`src/rtl/sav_pkg.sv`:
```
// Shared types, widths, register codes and helpers of the sweep averager.
// No dependencies; every other file of the block but sav_checker uses this package.
package sav_pkg;

	localparam int SAMPLE_BITS       = 16;
	localparam int MAX_SWEEP_SAMPLES = 4096;
	localparam int MEAN_W            = 32;
	localparam int SQ_W              = 48;
	localparam int STD_W             = 31;
	localparam int SUM_W             = 44;
	localparam int CNT_W             = 16;
	localparam int NUM_W             = 50;
	localparam int DEN_W             = 46;
	localparam int RAD_W             = 64;
	localparam int ROOT_W            = 32;
	localparam int STORE_W           = 2 * MEAN_W + 2 * SQ_W;
	localparam int CFG_IDX_W         = 3;
	localparam int CFG_DATA_W        = 16;

	localparam logic [12:0] SWEEP_SAMPLES_RST = 13'd1200;
	localparam logic [11:0] STIM_START_RST    = 12'd400;
	localparam logic [11:0] STIM_END_RST      = 12'd800;
	localparam logic [10:0] WINDOW_RST        = 11'd40;
	localparam logic [15:0] AMPLITUDE_RST     = 16'd20;

	typedef enum logic [CFG_IDX_W-1:0] {
		CFG_SWEEP_SAMPLES = 3'd0,
		CFG_STIM_START    = 3'd1,
		CFG_STIM_END      = 3'd2,
		CFG_WINDOW        = 3'd3,
		CFG_AMPLITUDE     = 3'd4
	} cfg_idx_t;

	typedef enum logic [3:0] {
		ST_IDLE,
		ST_READ,
		ST_UPDATE,
		ST_SQUARE,
		ST_VARIANCE,
		ST_ROOT,
		ST_JOB_START,
		ST_JOB_WAIT,
		ST_RESULT
	} state_t;

	// Divisions run on the shared divider after the last sample of a sweep.
	typedef enum logic [2:0] {
		JOB_MEAN0,
		JOB_MEAN1,
		JOB_MEAN2,
		JOB_ACCESS_HI,
		JOB_ACCESS_LO,
		JOB_MEMB_HI,
		JOB_MEMB_LO
	} job_t;

	function automatic logic signed [31:0] clamp32(input logic signed [NUM_W-1:0] v);
		logic signed [NUM_W-1:0] hi;
		logic signed [NUM_W-1:0] lo;
		begin
			hi = NUM_W'(32'sh7FFF_FFFF);
			lo = -NUM_W'(64'sh8000_0000);
			if (v > hi) begin
				clamp32 = 32'sh7FFF_FFFF;
			end else if (v < lo) begin
				clamp32 = 32'sh8000_0000;
			end else begin
				clamp32 = v[31:0];
			end
		end
	endfunction

	// (a - b) / 2 rounded toward zero; always fits 32 bits.
	function automatic logic signed [31:0] half_diff(input logic signed [31:0] a,
			input logic signed [31:0] b);
		logic signed [32:0] d;
		logic signed [32:0] h;
		begin
			d = {a[31], a} - {b[31], b};
			h = (d + {32'd0, d[32]}) >>> 1;
			half_diff = h[31:0];
		end
	endfunction

endpackage

```
`src/rtl/sav_div.sv`:
```
// Bit-serial signed divider, quotient truncated toward zero, one bit a cycle.
// Depends only on sav_pkg for its default widths; the instantiating module passes the widths.
module sav_div #(
	parameter int NW = sav_pkg::NUM_W,
	parameter int DW = sav_pkg::DEN_W
) (
	input  logic                 clk,
	input  logic                 arst_n,
	input  logic                 start,
	input  logic signed [NW-1:0] num,
	input  logic signed [DW-1:0] den,
	output logic                 done,
	output logic signed [NW-1:0] quo
);
	localparam int CW = $clog2(NW + 1);

	logic [CW-1:0] cnt_q;
	logic          done_q;
	logic          neg_q;
	logic [NW-1:0] shift_q;
	logic [DW-1:0] den_q;
	logic [DW-1:0] rem_q;
	logic [DW:0]   trial;
	logic          fits;

	assign trial = {rem_q, shift_q[NW-1]};
	assign fits  = trial >= {1'b0, den_q};

	always_ff @(posedge clk or negedge arst_n) begin
		if (!arst_n) begin
			cnt_q  <= '0;
			done_q <= 1'b0;
		end else begin
			done_q <= 1'b0;
			if (start) begin
				cnt_q <= CW'(NW);
			end else if (cnt_q != '0) begin
				cnt_q  <= cnt_q - 1'b1;
				done_q <= cnt_q == CW'(1);
			end
		end
	end

	// shift register takes the dividend in and the quotient bits out
	always_ff @(posedge clk) begin
		if (start) begin
			shift_q <= num[NW-1] ? -num : num;
			den_q   <= den[DW-1] ? -den : den;
			rem_q   <= '0;
			neg_q   <= num[NW-1] ^ den[DW-1];
		end else if (cnt_q != '0) begin
			rem_q   <= fits ? DW'(trial - {1'b0, den_q}) : trial[DW-1:0];
			shift_q <= {shift_q[NW-2:0], fits};
		end
	end

	assign done = done_q;
	assign quo  = neg_q ? -$signed(shift_q) : $signed(shift_q);
endmodule

```
`config.mk`:
```
export PLATFORM = sky130hd
export DESIGN_NAME = sav_div
export DESIGN_NICKNAME = d
export VERILOG_FILES = /design/src/rtl/sav_pkg.sv /design/src/rtl/sav_div.sv
export SDC_FILE = /design/constraint.sdc
export NUM_CORES = 1
export LEC_CHECK = 0
export BUFFER_PORTS_ARGS = -buffer_cell sky130_fd_sc_hd__buf_4
export CAP_MARGIN = 15
export CORE_MARGIN = 3
export CORE_UTILIZATION = 59
export DETAILED_ROUTE_END_ITERATION = 6
export GPL_TIMING_DRIVEN = 0
export PLACE_DENSITY = 0.81
export SETUP_SLACK_MARGIN = 0.5
export SLEW_MARGIN = 20
export SYNTH_ARGS = -nofsm -noshare
export SYNTH_HDL_FRONTEND = slang
export SYNTH_SLANG_ARGS = --single-unit
```
`constraint.sdc`:
```
create_clock -name clk -period 6.05 [get_ports clk]
set_clock_uncertainty 0.15 [all_clocks]
set_input_delay 1.21 -clock clk [delete_from_list [all_inputs] [get_ports clk]]
set_output_delay 1.21 -clock clk [all_outputs]
set_load 0.005 [all_outputs]
```
==> results of run 1 <==
## cells in the mapped netlist, drive strengths merged, types with 4 or more instances
master | number | area [um2]
dfrtp | 7 | 175
o21a | 6 | 45.0
inv | 72 | 270
nor4 | 10 | 62.6
clkbuf | 53 | 199
nand2 | 122 | 458
a221oi | 5 | 43.8
xnor2 | 118 | 1030
o41ai | 15 | 139
a21oi | 96 | 480
nor3 | 19 | 95.1
ha | 51 | 638
and2 | 4 | 25.0
a21o | 37 | 278
nand3 | 20 | 100
or2 | 6 | 37.5
a31oi | 12 | 75.1
mux2i | 44 | 440
nand2b | 16 | 100
nor2 | 87 | 327
buf | 4 | 18.8
dfxtp | 46 | 921
o21ai | 121 | 606
and3 | 8 | 50.1
o31ai | 43 | 323
nand3b | 5 | 37.5
xor2 | 63 | 552
edfxtp | 97 | 2910
nor2b | 7 | 43.8
or3 | 36 | 251
o21bai | 7 | 52.6
nand4 | 12 | 75.1
or4 | 13 | 105
a21boi | 6 | 45.0
## kinds of logic (layout without fill, tap and decap cells)
| kind of cell | count (synthesis) | after routing | share of synthesized area |
|---|---|---|---|
| AO/OA/AOI/OAI | 370 | 370 | 0.201 |
| XOR/XNOR | 181 | 181 | 0.140 |
| adder cells (fa/ha/maj) | 52 | 52 | 0.0580 |
| buffers and inverters | 129 | 324 | 0.0430 |
| flip-flops | 150 | 150 | 0.353 |
| multiplexers | 46 | 46 | 0.0408 |
| AND/OR/NAND/NOR | 376 | 376 | 0.165 |
## through the flow
stage | instance area, um2 | power (uW) | TNS, ns
after floorplan | 11400 | 3180 | 0
after global placement | 12800 | 3730 | 0
after detailed placement | 12800 | 3790 | 0
after CTS | 13500 | 4920 | -0.00754
after global routing | 13600 | 5280 | -0.0311
final | 13600 | 4960 | 0
## cell type report
| class | instances | area share |
|---|---|---|
| inverter | 72 | 0.0198 |
| timing repair buffer | 163 | 0.0913 |
| clock buffer | 17 | 0.0312 |
| sequential | 150 | 0.294 |
| multi-input combinational | 1025 | 0.510 |
| tap | 260 | 0.0239 |
| clock inverter | 15 | 0.0134 |
| buffer | 57 | 0.0160 |
## flip-flops by register name, summed over array words and instances (netlist names)
register and cells:
neg_q 1, done 1, den_q 46, rem_q 46, shift_q 50, cnt_q 6
## power breakdown
group	leakage (uW)	switching, uW	total [uW]	internal [uW]
clock	0.000302	488	1110	627
sequential	0.00143	191	1520	1330
combinational	0.00377	1270	2320	1050
total	0.00550	1950	4960	3010
## routing by layer
layer / track usage / vias to the layer above
met5: 0 / -
met4: 0.113 / 0
met3: 0.0690 / 104
met2: 0.515 / 494
met1: 0.365 / 4887
li1: - / 5075
## worst max-delay path: stages, from the launching register on
cell and delay [ns]:
edfxtp_1 0.42, or4_4 0.55, or3_4 0.34, or3_4 0.41, or3_4 0.38, or3_4 0.35, or4_4 0.44, or3_4 0.35
or3_4 0.37, buf_6 0.14, o21ai_4 0.14, xnor2_2 0.16, buf_4 0.15
## layout by cell type, fill, tap and decap left out, drive strengths merged, types with 7 or more instances in the layout
cell / Yosys / final
or4: 13 / 13
o31ai: 43 / 43
ha: 51 / 51
dfxtp: 46 / 46
nand3: 20 / 20
nor2: 87 / 87
nand2b: 16 / 16
clkbuf: 53 / 70
nor3: 19 / 19
o41ai: 15 / 15
inv: 72 / 80
nor2b: 7 / 7
xor2: 63 / 63
nand2: 122 / 122
or3: 36 / 36
mux2i: 44 / 44
nor4: 10 / 10
and3: 8 / 8
buf: 4 / 167
edfxtp: 97 / 97
dfrtp: 7 / 7
a21oi: 96 / 96
o21bai: 7 / 7
nand4: 12 / 12
o21ai: 121 / 121
a31oi: 12 / 12
xnor2: 118 / 118
a21o: 37 / 37
## final timing paths
| kind | from | end | slack, ns | cells past startpoint |
|---|---|---|---|---|
| max | shift_q[11] | quo[48] | 0.06 | 12 |
| min | rem_q[38] | rem_q[38] | 0.34 | 2 |
| max reg2reg | den_q[15] | rem_q[7] | 1.19 | 14 |
| min reg2reg | rem_q[38] | rem_q[38] | 0.34 | 2 |
| max in group asynchronous | arst_n | cnt_q[0] | 5.20 | 1 |
| min in group asynchronous | arst_n | cnt_q[5] | 0.41 | 1 |
## what timing repair did
action | 4_1_cts | 5_1_grt
gates resized for setup | 13 | 11
endpoints found under the hold margin | 0 | 0
endpoints found under the setup margin | 10 | 11
setup buffers | 11 | 4
pin swaps | 9 | 6
hold buffers | 0 | 0
==> results.json, run 1 <==
{
  "drv_slew": 0,
  "ant_nets": 0,
  "vdd_drop_max_uv": 233,
  "synth.distinct_cells": 59,
  "cts_max_path_buffers": 2,
  "ys_seq_elements": 150,
  "drc": 0,
  "wl_per_cell_um": 17.9,
  "final_util": 0.724,
  "setup_violations": 0,
  "drt-pass1-iter-count": 5,
  "clock_sinks": 150,
  "antenna_found_initial": 0,
  "routed-wl-met3_mm": 2.41,
  "route.met2.wl_mm": 15.2,
  "grt_setup_unrepaired": "yes",
  "clk_transition_reported_paths_ns": 0.07,
  "maxCapViolCount": 0,
  "htreeDepth": 4,
  "vias": 10600,
  "finalCritPeriodShare": 0.990,
  "power_density_nw_per_um2": 364,
  "dp.final_hpwl_mm": 23.2,
  "syn-num-nets": 1455,
  "whs_ns": 0.336,
  "initial_utilization": 0.603,
  "place.gp.congestion": 0.909,
  "critPathKind": "flop to output port",
  "endpoint_kind": "output port",
  "die-width_um": 145,
  "path_max_fanout": 3,
  "multiInputGateArea_um2": 6950,
  "outcome": "completed",
  "cp_data_required_time_ns": 4.69,
  "core_um2": 18800,
  "io_pins": 150,
  "io_buffers": 147,
  "layoutNonFillerInstCount": 1759,
  "seq_area_um2": 4010,
  "p_leak_uw": 0.00550,
  "track_usage": 0.299,
  "max_slew_margin": 0.417,
  "hold_viol_final": 0,
  "highest_layer": "met4",
  "dieHeight_um": 145,
  "cts_tree": "yes",
  "ys_seq_area_frac": 0.353,
  "avgSynthCellArea_um2": 8.70,
  "design.die.area_um2": 20900,
  "yosysWarnings": 0,
  "cp-start-kind": "flop",
  "area_delta_synth_final_pct": 20.0,
  "layout_setup_ws_ns": 0.0606,
  "drt_iter0_markers": 794,
  "period_minus_slack_ns": 5.99,
  "grt_pass1_vias": 10400,
  "clock-root-buffer": "clkbuf_16",
  "synthCells": 1304,
  "async_reset_ff_frac": 0.0467,
  "synth_edf_count": 97,
  "crit_arrival_ns": 4.63,
  "wl_met1_mm": 12.8,
  "nFillCells": 1432,
  "numCtsBuffers": 17,
  "syn_area_um2": 11400,
  "synth-main-ff-cell": "edfxtp_1",
  "hold_path.class": "flop to flop",
  "max_freq_mhz": 167,
  "row_count": 50,
  "n_antenna_cell": 0,
  "grt.overflow.total": 0,
  "layout-drive-gt1-share": 0.154,
  "grt_first_pass_wirelength_mm": 50.1,
  "tightestPinTransition_ns": 0.875,
  "drt-total-wl_mm": 31.4,
  "dp_cells": 1712,
  "post-place-ws_ns": 0.255,
  "grt_max_degree": 49,
  "viasPerCell": 6.00,
  "final_nets": 1637,
  "insertion_delay_ns": 0.44
}
No activity file was read; power rests on OpenSTA's default activity.
==> inputs of run 2 (changes only) <==
Settings changed: CELL_PAD_IN_SITES_DETAIL_PLACEMENT from default to 0, CELL_PAD_IN_SITES_GLOBAL_PLACEMENT from default to 1, CORE_UTILIZATION 59 to 45, PLACE_DENSITY 0.81 to default, PLACE_DENSITY_LB_ADDON from default to 0.1.
==> run 2 against run 1 <==
Effect of this change:
- clock power shrank 8%
- via count shrank 4.0%
- first-iteration DRC count shrank 22%
- sequential power is essentially flat
- power shrank 2.1%
- critical endpoint is now quo[44]
- largest cell class unchanged
==> results.json, run 2 (synthesized netlist as in run 1, its figures left out) <==
{
  "outcome": "completed",
  "cp_data_required_time_ns": 4.69,
  "htreeDepth": 4,
  "cts_max_path_buffers": 2,
  "final_util": 0.556,
  "ff2ff_path_depth": 14,
  "vdd_drop_max_uv": 221,
  "drt-total-wl_mm": 31.5,
  "grt_first_pass_wirelength_mm": 49.4,
  "n_antenna_cell": 0,
  "p_leak_uw": 0.00546,
  "cts_hold_buf": 0,
  "sw_frac_of_total": 0.392,
  "switchingPower_uw": 1900,
  "finalCritPeriodShare": 0.967,
  "antenna_found_initial": 0,
  "p_seq_frac": 0.312,
  "clk_transition_reported_paths_ns": 0.07,
  "endpoint_kind": "output port",
  "power_frac_clock": 0.211,
  "dpl_cell_area_um2": 12900,
  "maxCapViolCount": 0,
  "area_delta_synth_final_pct": 20.1,
  "cellInternalPower_uw": 2950,
  "wl_per_cell_um": 17.3,
  "max_flop_register": "shift_q",
  "clock-root-buffer": "clkbuf_16",
  "grt_setup_unrepaired": "yes",
  "layout-drive-gt1-share": 0.150,
  "ant_nets": 0,
  "cts_tree": "yes",
  "setup_violations": 0,
  "drt-pass1-iter-count": 5,
  "grt_pass1_vias": 9554,
  "track_usage": 0.230,
  "place.gp.congestion": 0.910,
  "final_common_cell": "buf_4",
  "tightestPinTransition_ns": 0.959,
  "io_pins": 150,
  "drc": 0,
  "power.total_uw": 4860,
  "setup_tns_ns": 0,
  "cpMostUsedCell": "or3_4",
  "final_area_um2": 13600,
  "worst_path_largest_cell_delay_ns": 0.53,
  "max_freq_mhz": 171,
  "crit_arrival_ns": 4.49,
  "viasPerCell": 5.56,
  "design.die.area_um2": 27200,
  "path_cells": "or4_4 -> or3_4 -> or3_4 -> or3_4 -> or3_4 -> or4_4 -> or3_4 -> or3_4 -> o41ai_4 -> xnor2_1 -> buf_4",
  "power_density_nw_per_um2": 356,
  "hold_path.class": "flop to flop",
  "max_slew_margin": 0.361,
  "insertion_delay_ns": 0.43,
  "initial_utilization": 0.463,
  "layout_setup_ws_ns": 0.199,
  "dieHeight_um": 165,
  "holdPathStages": 2,
  "final_nets": 1638,
  "dp.final_hpwl_mm": 24.4,
  "comb_power_share": 0.477,
  "io_buffers": 147,
  "reg_top3": "shift_q x50, den_q x46, rem_q x46",
  "drt_iter0_markers": 617,
  "path_max_fanout": 2,
  "row_count": 57,
  "die-width_um": 165,
  "seq_area_um2": 4010,
  "period_minus_slack_ns": 5.85,
  "hold_viol_final": 0,
  "worst-path-buf-inv": 1,
  "critPathKind": "flop to output port",
  "cp_top_family": "simple AND/OR/NAND/NOR gates",
  "vias": 10100,
  "numCtsBuffers": 17,
  "cp_slowest_cell": "or4_4",
  "grt_max_degree": 49,
  "post-place-ws_ns": 0.331,
  "clock_sinks": 150,
  "cp-start-kind": "flop",
  "mostFrequentLayoutCells": "buf_4, nand2_1, o21ai_0, xnor2_1, edfxtp_1",
  "grt.overflow.total": 0,
  "core_um2": 24500,
  "drv_slew": 0,
  "multiInputGateArea_um2": 6920,
  "nFillCells": 2372,
  "largest_reg_flops": 50,
  "cp_num_cells": 11
}
run 2: timing repair:
| item | 4_1_cts | 5_1_grt |
|---|---|---|
| pin swaps | 11 | 11 |
| endpoints found under the setup margin | 9 | 12 |
| endpoints found under the hold margin | 0 | 0 |
| buffers inserted | 12 | 4 |
| gates resized for setup | 9 | 7 |
run 2: per-layer routing:
layer	GRT usage	vias to the layer above	routed length, um
met1	0.305	4750	14400
met2	0.382	247	14900
met4	0.0743	0	721
met3	0.0406	50	1560
met5	0	-	0
li1	-	5091	-
run 2: path summary, 6_finish.rpt:
kind / endpoint / from / slack, ns
min: rem_q[11] / rem_q[11] / 0.33
max reg2reg: rem_q[10] / den_q[15] / 1.08
max in group asynchronous: done / arst_n / 5.19
min in group asynchronous: cnt_q[3] / arst_n / 0.43
max: quo[44] / shift_q[10] / 0.20
min reg2reg: rem_q[11] / rem_q[11] / 0.33
run 2: power by group through the flow:
stage	clock network, uW	registers [uW]	logic [uW]
floorplan	0	1480	1690
global placement	0	1530	2280
detailed placement	0	1530	2290
CTS	1040	1510	2310
global route	1080	1550	2590
finish	1020	1510	2320
run 2: layout make-up:
type                       instances  share of cell area
buffer                            57              0.0160
clock buffer                      18              0.0315
clock inverter                    13             0.00918
inverter                          72              0.0198
multi-input combinational       1025               0.507
sequential                       150               0.294
tap                              324              0.0297
timing repair buffer             164              0.0923
run 2: tightest hold or removal path, stage by stage, from the launching register on:
cell and delay [ns]:
dfxtp_1 0.32, nand2_1 0.05, o21ai_0 0.06
run 2: through the flow:
step / hold slack [ns] / instances
2_1_floorplan: 0.289 / 1304
3_3_place_gp: 0.313 / 1775
3_5_place_dp: 0.323 / 1776
4_1_cts: 0.334 / 1819
5_1_grt: 0.349 / 1823
6_report: 0.332 / 1823
